## src/rtl/lgre_pkg.sv

```systemverilog
// Shared types and constants for the life generation row engine.
`default_nettype none
package lgre_pkg;

    localparam int ROW_WIDTH   = 64;
    localparam int WIDTH_W     = 7;
    localparam int QUEUE_DEPTH = 4;
    localparam int QPTR_W      = $clog2(QUEUE_DEPTH);
    localparam int QCNT_W      = $clog2(QUEUE_DEPTH + 1);

    localparam logic [WIDTH_W-1:0] WIDTH_RESET = WIDTH_W'(ROW_WIDTH);

    localparam logic [3:0] BIRTH_COUNT   = 4'd3;
    localparam logic [3:0] SURVIVE_COUNT = 4'd2;

    // Bits of one column that a cell shows to its neighbours.
    typedef struct packed {
        logic above;
        logic middle;
        logic below;
    } t_col_bits;

    // One result item.
    typedef struct packed {
        logic [ROW_WIDTH-1:0] cells;
        logic                 frame_done;
    } t_result;

endpackage
`default_nettype wire

```

## src/rtl/life_generation_row_engine.sv

```systemverilog
// Top level of the row-streamed B3/S23 life generation engine.
//
// Rows of a frame arrive one item per cycle and a new row is taken every cycle
// while the result queue has room for two items. Each row but a frame's first
// gives the next generation of the row before it; a frame's last row also gives
// its own result, so it pushes two items (one if it is the frame's only row).
// The engine is a row of column cells, which hold the two previous rows and
// work out every column of both possible results in the accepting cycle, and
// a four-entry result queue that drains one item per cycle when not stalled.
`default_nettype none
module life_generation_row_engine (
    input  wire                                 i_clk,
    input  wire                                 i_rst_n,
    input  wire                                 i_cfg_we,
    input  wire  [lgre_pkg::WIDTH_W-1:0]        i_cfg_wdata,
    input  wire                                 i_in_valid,
    output logic                                o_in_stall,
    input  wire  [lgre_pkg::ROW_WIDTH-1:0]      i_row_cells,
    input  wire                                 i_last_row,
    output logic                                o_out_valid,
    input  wire                                 i_out_stall,
    output logic [lgre_pkg::ROW_WIDTH-1:0]      o_next_row_cells,
    output logic                                o_frame_done
);

    logic [lgre_pkg::WIDTH_W-1:0]   r_width;
    logic                           r_frame_open;
    logic                           n_frame_open;
    logic                           w_accept;
    logic                           w_room;
    logic [lgre_pkg::ROW_WIDTH-1:0] w_mask;
    logic [lgre_pkg::ROW_WIDTH-1:0] w_in_row;
    logic [lgre_pkg::ROW_WIDTH-1:0] w_res_middle;
    logic [lgre_pkg::ROW_WIDTH-1:0] w_res_in;
    lgre_pkg::t_col_bits            w_col [lgre_pkg::ROW_WIDTH];
    lgre_pkg::t_result              w_res_a;
    lgre_pkg::t_result              w_res_b;
    lgre_pkg::t_result              w_push0_data;
    lgre_pkg::t_result              w_q_data;
    logic                           w_push0;
    logic                           w_push1;

    assign o_in_stall = !w_room;
    assign w_accept   = i_in_valid & w_room;
    assign w_in_row   = i_row_cells & w_mask;

    genvar g;
    generate
        for (g = 0; g < lgre_pkg::ROW_WIDTH; g++) begin : g_col
            lgre_pkg::t_col_bits w_left;
            lgre_pkg::t_col_bits w_right;

            assign w_mask[g] = (r_width > lgre_pkg::WIDTH_W'(g));

            // Beyond either edge of the row every cell is dead.
            if (g == 0) begin : g_left_edge
                assign w_left = '0;
            end else begin : g_left_nbr
                assign w_left = w_col[g-1];
            end
            if (g == lgre_pkg::ROW_WIDTH - 1) begin : g_right_edge
                assign w_right = '0;
            end else begin : g_right_nbr
                assign w_right = w_col[g+1];
            end

            lgre_cell u_cell (
                .i_clk        (i_clk),
                .i_rst_n      (i_rst_n),
                .i_load       (w_accept),
                .i_last       (i_last_row),
                .i_in_bit     (w_in_row[g]),
                .i_mask       (w_mask[g]),
                .i_left       (w_left),
                .i_right      (w_right),
                .o_col        (w_col[g]),
                .o_res_middle (w_res_middle[g]),
                .o_res_in     (w_res_in[g])
            );
        end
    endgenerate

    assign w_res_a.cells      = w_res_middle;
    assign w_res_a.frame_done = 1'b0;
    assign w_res_b.cells      = w_res_in;
    assign w_res_b.frame_done = 1'b1;

    // A one-row frame gives only the result for the arriving row.
    assign w_push0      = w_accept & (r_frame_open | i_last_row);
    assign w_push1      = w_accept & r_frame_open & i_last_row;
    assign w_push0_data = r_frame_open ? w_res_a : w_res_b;

    lgre_out_queue u_queue (
        .i_clk   (i_clk),
        .i_rst_n (i_rst_n),
        .i_push0 (w_push0),
        .i_data0 (w_push0_data),
        .i_push1 (w_push1),
        .i_data1 (w_res_b),
        .i_pop   (!i_out_stall),
        .o_data  (w_q_data),
        .o_valid (o_out_valid),
        .o_room  (w_room)
    );

    assign o_next_row_cells = w_q_data.cells;
    assign o_frame_done     = w_q_data.frame_done;

    always_comb begin
        n_frame_open = r_frame_open;
        if (w_accept) begin
            n_frame_open = !i_last_row;
        end
    end

    always_ff @(posedge i_clk) begin
        if (!i_rst_n) begin
            r_width      <= lgre_pkg::WIDTH_RESET;
            r_frame_open <= 1'b0;
        end else begin
            r_frame_open <= n_frame_open;
            if (i_cfg_we) begin
                r_width <= i_cfg_wdata;
            end
        end
    end

endmodule
`default_nettype wire

```

## src/rtl/lgre_cell.sv

```systemverilog
// One column cell: holds two rows of its column and applies the B3/S23 rule.
`default_nettype none
module lgre_cell (
    input  wire                       i_clk,
    input  wire                       i_rst_n,
    input  wire                       i_load,
    input  wire                       i_last,
    input  wire                       i_in_bit,
    input  wire                       i_mask,
    input  wire lgre_pkg::t_col_bits  i_left,
    input  wire lgre_pkg::t_col_bits  i_right,
    output lgre_pkg::t_col_bits       o_col,
    output logic                      o_res_middle,
    output logic                      o_res_in
);

    logic       r_above;
    logic       r_middle;
    logic       n_above;
    logic       n_middle;
    logic [3:0] w_cnt_mid;
    logic [3:0] w_cnt_in;

    assign o_col.above  = r_above;
    assign o_col.middle = r_middle;
    assign o_col.below  = i_in_bit;

    // Neighbour counts leave the centre cell out.
    assign w_cnt_mid = 4'(i_left.above) + 4'(r_above) + 4'(i_right.above)
                     + 4'(i_left.middle) + 4'(i_right.middle)
                     + 4'(i_left.below) + 4'(i_in_bit) + 4'(i_right.below);

    // The arriving row on the frame's last item has a dead row below it.
    assign w_cnt_in  = 4'(i_left.middle) + 4'(r_middle) + 4'(i_right.middle)
                     + 4'(i_left.below) + 4'(i_right.below);

    assign o_res_middle = i_mask & ((w_cnt_mid == lgre_pkg::BIRTH_COUNT)
                        | (r_middle & (w_cnt_mid == lgre_pkg::SURVIVE_COUNT)));
    assign o_res_in     = i_mask & ((w_cnt_in == lgre_pkg::BIRTH_COUNT)
                        | (i_in_bit & (w_cnt_in == lgre_pkg::SURVIVE_COUNT)));

    always_comb begin
        n_above  = r_above;
        n_middle = r_middle;
        if (i_load) begin
            if (i_last) begin
                n_above  = 1'b0;
                n_middle = 1'b0;
            end else begin
                n_above  = r_middle;
                n_middle = i_in_bit;
            end
        end
    end

    always_ff @(posedge i_clk) begin
        if (!i_rst_n) begin
            r_above  <= 1'b0;
            r_middle <= 1'b0;
        end else begin
            r_above  <= n_above;
            r_middle <= n_middle;
        end
    end

endmodule
`default_nettype wire

```

## src/rtl/lgre_out_queue.sv

```systemverilog
// Small result queue that takes up to two result items a cycle.
`default_nettype none
module lgre_out_queue (
    input  wire                     i_clk,
    input  wire                     i_rst_n,
    input  wire                     i_push0,
    input  wire lgre_pkg::t_result  i_data0,
    input  wire                     i_push1,
    input  wire lgre_pkg::t_result  i_data1,
    input  wire                     i_pop,
    output lgre_pkg::t_result       o_data,
    output logic                    o_valid,
    output logic                    o_room
);

    lgre_pkg::t_result                r_data [lgre_pkg::QUEUE_DEPTH];
    logic [lgre_pkg::QPTR_W-1:0]      r_wr_ptr;
    logic [lgre_pkg::QPTR_W-1:0]      r_rd_ptr;
    logic [lgre_pkg::QCNT_W-1:0]      r_count;
    logic [lgre_pkg::QPTR_W-1:0]      n_wr_ptr;
    logic [lgre_pkg::QPTR_W-1:0]      n_rd_ptr;
    logic [lgre_pkg::QCNT_W-1:0]      n_count;
    logic [lgre_pkg::QPTR_W-1:0]      w_wr_next;
    logic                             w_pop;

    assign o_valid   = (r_count != '0);
    assign o_data    = r_data[r_rd_ptr];
    // Room for two items even if nothing leaves this cycle.
    assign o_room    = (r_count <= lgre_pkg::QCNT_W'(lgre_pkg::QUEUE_DEPTH - 2));
    assign w_pop     = i_pop & o_valid;
    assign w_wr_next = r_wr_ptr + lgre_pkg::QPTR_W'(1);

    always_comb begin
        n_wr_ptr = r_wr_ptr + lgre_pkg::QPTR_W'(i_push0) + lgre_pkg::QPTR_W'(i_push1);
        n_rd_ptr = r_rd_ptr + lgre_pkg::QPTR_W'(w_pop);
        n_count  = r_count + lgre_pkg::QCNT_W'(i_push0) + lgre_pkg::QCNT_W'(i_push1)
                 - lgre_pkg::QCNT_W'(w_pop);
    end

    always_ff @(posedge i_clk) begin
        if (!i_rst_n) begin
            r_wr_ptr <= '0;
            r_rd_ptr <= '0;
            r_count  <= '0;
        end else begin
            r_wr_ptr <= n_wr_ptr;
            r_rd_ptr <= n_rd_ptr;
            r_count  <= n_count;
        end
    end

    always_ff @(posedge i_clk) begin
        if (i_push0) begin
            r_data[r_wr_ptr] <= i_data0;
        end
        if (i_push1) begin
            r_data[w_wr_next] <= i_data1;
        end
    end

endmodule
`default_nettype wire
```

## config.mk

```make
export PLATFORM = sky130hd
export DESIGN_NAME = life_generation_row_engine
export DESIGN_NICKNAME = d
export VERILOG_FILES = /design/src/rtl/lgre_pkg.sv /design/src/rtl/life_generation_row_engine.sv /design/src/rtl/lgre_cell.sv /design/src/rtl/lgre_out_queue.sv
export SDC_FILE = /design/constraint.sdc
export NUM_CORES = 2
export LEC_CHECK = 0
export BUFFER_PORTS_ARGS = -buffer_cell sky130_fd_sc_hd__buf_2
export CAP_MARGIN = 25
export CORE_MARGIN = 5
export CORE_UTILIZATION = 30
export CTS_BUF_LIST = sky130_fd_sc_hd__clkbuf_16
export DETAILED_ROUTE_END_ITERATION = 16
export GPL_ROUTABILITY_DRIVEN = 0
export PLACE_DENSITY = 0.53
export SETUP_SLACK_MARGIN = 0.15
export SKIP_CTS_REPAIR_TIMING = 1
export SYNTH_ARGS = -nofsm -noshare
export SYNTH_HDL_FRONTEND = slang
export SYNTH_SLANG_ARGS = --single-unit
```

## constraint.sdc

```tcl
create_clock -name i_clk -period 5.1 [get_ports i_clk]
set_input_delay 0 -clock i_clk [delete_from_list [all_inputs] [get_ports i_clk]]
set_output_delay 0 -clock i_clk [all_outputs]
set_load 0.03 [all_outputs]
```

==> insert_results.sql <==
INSERT INTO impl_metrics (metric_group, metric, value, unit) VALUES
('status', 'result_of_the_run', 'finished, violations left', ''),
('status', 'violations', 'hold timing', ''),
('finish', 'final.fill_count', '12233', ''),
('synthesis', 'synthFlopType', 'edfxtp_1', ''),
('global_routing', 'pin_count_of_the_biggest_net_entering_global_routing', '104', ''),
('clock_tree', 'ctsLongestPathBuffers', '3', ''),
('floorplanning', 'die_w', '357.2', 'um'),
('setup_path', 'crit_type', 'register to register', ''),
('synthesis', 'synth_cell_types', '83', ''),
('setup_path', 'r2r.worst_path.cells', '14', ''),
('finish', 'final-instance-count-excl-fill', '5332', ''),
('synthesis', 'dominant_cells_by_area_after_synthesis', 'edfxtp_1 (21%), fa_1 (21%), ha_1 (11%)', ''),
('synthesis', 'yosys_register_bits', '403', ''),
('synthesis', 'synth_top_cell_by_area', 'edfxtp_1', ''),
('flow_run', 'max_capacitance_violation_total', '0', ''),
('detailed_routing', 'avgViaCountPerCell', '5.072', ''),
('finish', 'regArea', '10650', 'um^2'),
('synthesis', 'synthesis.area', '36160', 'um^2'),
('clock_tree', 'path_clk_slew', '60', 'ps'),
('finish', 'area_growth', '13.57', '%'),
('timing', 'finalHoldViolations', '6', ''),
('detailed_routing', 'wl_per_cell', '22.00', 'um'),
('synthesis', 'synth_top_cell_area_share', '0.2126', ''),
('detailed_routing', 'drt_first_iter_violations', '2113', ''),
('setup_path', 'end_kind', 'register', ''),
('placement', 'detailed_place.area', '38980', 'um^2'),
('timing', 'fin_worst_skew', '10.08', 'ps'),
('power_and_ir_drop', 'power_density', '321.6', 'nW/um^2'),
('setup_path', 'critical_path.slowest_cell', 'or3_1', ''),
('floorplanning', 'core_area', '119800', 'um^2'),
('clock_tree', 'clock_tree.htree_level_count', '2', ''),
('timing', 'maxSlewViolCount', '0', ''),
('floorplanning', 'dieHeight', '357.2', 'um'),
('clock_tree', 'numCtsBuffers', '52', ''),
('setup_path', 'worst_path_largest_cell_delay', '490', 'ps'),
('detailed_routing', 'detail_route.wirelength', '117300', 'um'),
('global_routing', 'antenna_found_initial', '14', ''),
('finish', 'drive_gt1_frac', '0.1206', ''),
('synthesis', 'async_set_or_reset_flop_fraction_in_the_synthesized_netlist', '0', ''),
('synthesis', 'ys_seq_area_frac', '0.2940', ''),
('power_and_ir_drop', 'irDropWorstVdd', '0.2654', 'mV'),
('timing', 'layout_min_cycle_time', '4848', 'ps'),
('setup_path', 'reg2reg_setup_slack', '250', 'ps'),
('timing', 'rsz0062_at_grt', 'true', ''),
('floorplanning', 'initial_core_utilization', '0.3018', ''),
('timing', 'tightestPinTransition', '1070', 'ps'),
('detailed_routing', 'drt.antenna.violating_nets', '0', ''),
('setup_path', 'critical_path_peak_fanout', '16', ''),
('floorplanning', 'ios', '144', ''),
('synthesis', 'post-synth-top-count-cell', 'inv_1', ''),
('timing', 'worst_slew_margin_rel', '0.2868', ''),
('clock_tree', 'tritoncts_clock_tree', 'yes', ''),
('placement', 'dp.cells', '5195', ''),
('floorplanning', 'fp.dieArea', '127600', 'um^2'),
('worst_hold_path', 'min-delay-path-class', 'primary input to register', ''),
('synthesis', 'synth-edff-count', '256', ''),
('finish', 'combined_area_of_the_multi_input_logic_cells', '22140', 'um^2'),
('timing', 'setup_viol', '0', ''),
('setup_path', 'critical_path.startpoint_type', 'register', ''),
('synthesis', 'ys_warn_count', '0', ''),
('timing', 'hold_ws', '-55.99', 'ps'),
('synthesis', 'synth_area_per_cell', '10.29', 'um^2'),
('floorplanning', 'placementRows', '127', ''),
('timing', 'timing.final.crit_share', '0.9506', ''),
('clock_tree', 'worstSkewPairLatency', '620', 'ps'),
('worst_hold_path', 'timing.hold.worst_path_depth', '4', ''),
('placement', 'portBuffers', '143', ''),
('detailed_routing', 'num_vias', '27045', ''),
('synthesis', 'synth.cells.most_frequent', 'inv_1 (739), fa_1 (382), ha_1 (325)', ''),
('power_and_ir_drop', 'post-layout-total-power', '13.20', 'mW'),
('global_routing', 'globalRoute.totalOverflow', '0', '');
-- kinds of logic (layout without fill, tap and decap cells) --
| logic type | count (synthesis) | count (layout) | synth area share |
|---|---|---|---|
| xor gates and xnor gates | 4 | 4 | 0.0009691 |
| muxes | 77 | 77 | 0.04381 |
| DFF | 403 | 403 | 0.2940 |
| AOI/OAI and AO/OA | 684 | 684 | 0.1288 |
| other | 0 | 6 | 0 |
| adders and majority gates | 707 | 707 | 0.3240 |
| and+or+nand+nor | 735 | 735 | 0.1109 |
| buffers and inverters | 902 | 1104 | 0.09755 |
-- stage by stage --
stage,hold slack (ps),setup WS (ps),util
finish,-55.99,252.1,0.3427
detailed placement,357.0,33.92,0.3253
floorplan,126.2,835.9,-
global placement,341.0,140.9,0.3252
CTS,-305.1,19.63,0.3391
global route,1.796,47.03,0.3426
-- power by group --
part           internal, mW  switching [mW]
sequential             3.77           0.275
combinational          1.87            3.62
clock                  2.08            1.58
-- layout make-up --
cell class	instances	share of cell area
antenna	6	0.0003656
clock buffer	53	0.03230
clock inverter	43	0.007892
inverter	743	0.06804
multi-input combinational	2207	0.5393
sequential	403	0.2593
tap	1612	0.04912
timing repair buffer	265	0.04372
-- worst max-delay path: cells and delay by family, from the launching register on --
kind | cells | cell delay (ps)
simple gates | 4 | 1260
flops | 1 | 310
compound gates | 4 | 930
fa+ha+maj | 4 | 1740
buf+inv | 2 | 420
-- metal layers --
layer / up-vias / wire (um) / global-route usage
met2: 829 / 56030 / 0.3097
met4: 4 / 2853 / 0.04394
met3: 153 / 7514 / 0.02391
li1: 12393 / - / -
met5: - / 26 / 0
met1: 13666 / 50900 / 0.2480
-- sequential cells by signal, summed over array words and instances (netlist names) --
register               cells
u_queue.r_wr_ptr           2
r_width                    7
u_queue.r_count            3
g_col.u_cell.r_middle     64
u_queue.r_rd_ptr           2
r_frame_open               1
u_queue.r_data           260
g_col.u_cell.r_above      64
-- path summary, 6_finish.rpt --
| check | from | endpoint |
|---|---|---|
| max | r_width[4] | u_queue.r_data[3][12] |
| min | i_row_cells[37] | g_col[37].u_cell.r_middle |
| max reg2reg | r_width[4] | u_queue.r_data[3][12] |
| min reg2reg | u_queue.r_data[2][0] | u_queue.r_data[2][0] |
-- cell usage in the layout (no fill, tap or decap), types with 32 or more instances in the layout --
| cell type | count |
|---|---|
| a22oi_1 | 57 |
| mux4_2 | 65 |
| nor2_1 | 102 |
| edfxtp_1 | 256 |
| o211ai_1 | 32 |
| o22ai_1 | 197 |
| inv_1 | 749 |
| clkbuf_16 | 53 |
| dfxtp_1 | 141 |
| a21oi_1 | 92 |
| fa_1 | 382 |
| nand2_1 | 147 |
| nor3_1 | 81 |
| nand2b_1 | 57 |
| nor2b_1 | 193 |
| o2111ai_1 | 33 |
| ha_1 | 325 |
| dlygate4sd3_1 | 32 |
| buf_4 | 85 |
| o21ai_0 | 46 |
| buf_2 | 141 |
| a31oi_1 | 42 |
Power figures use the tool's default switching activity.
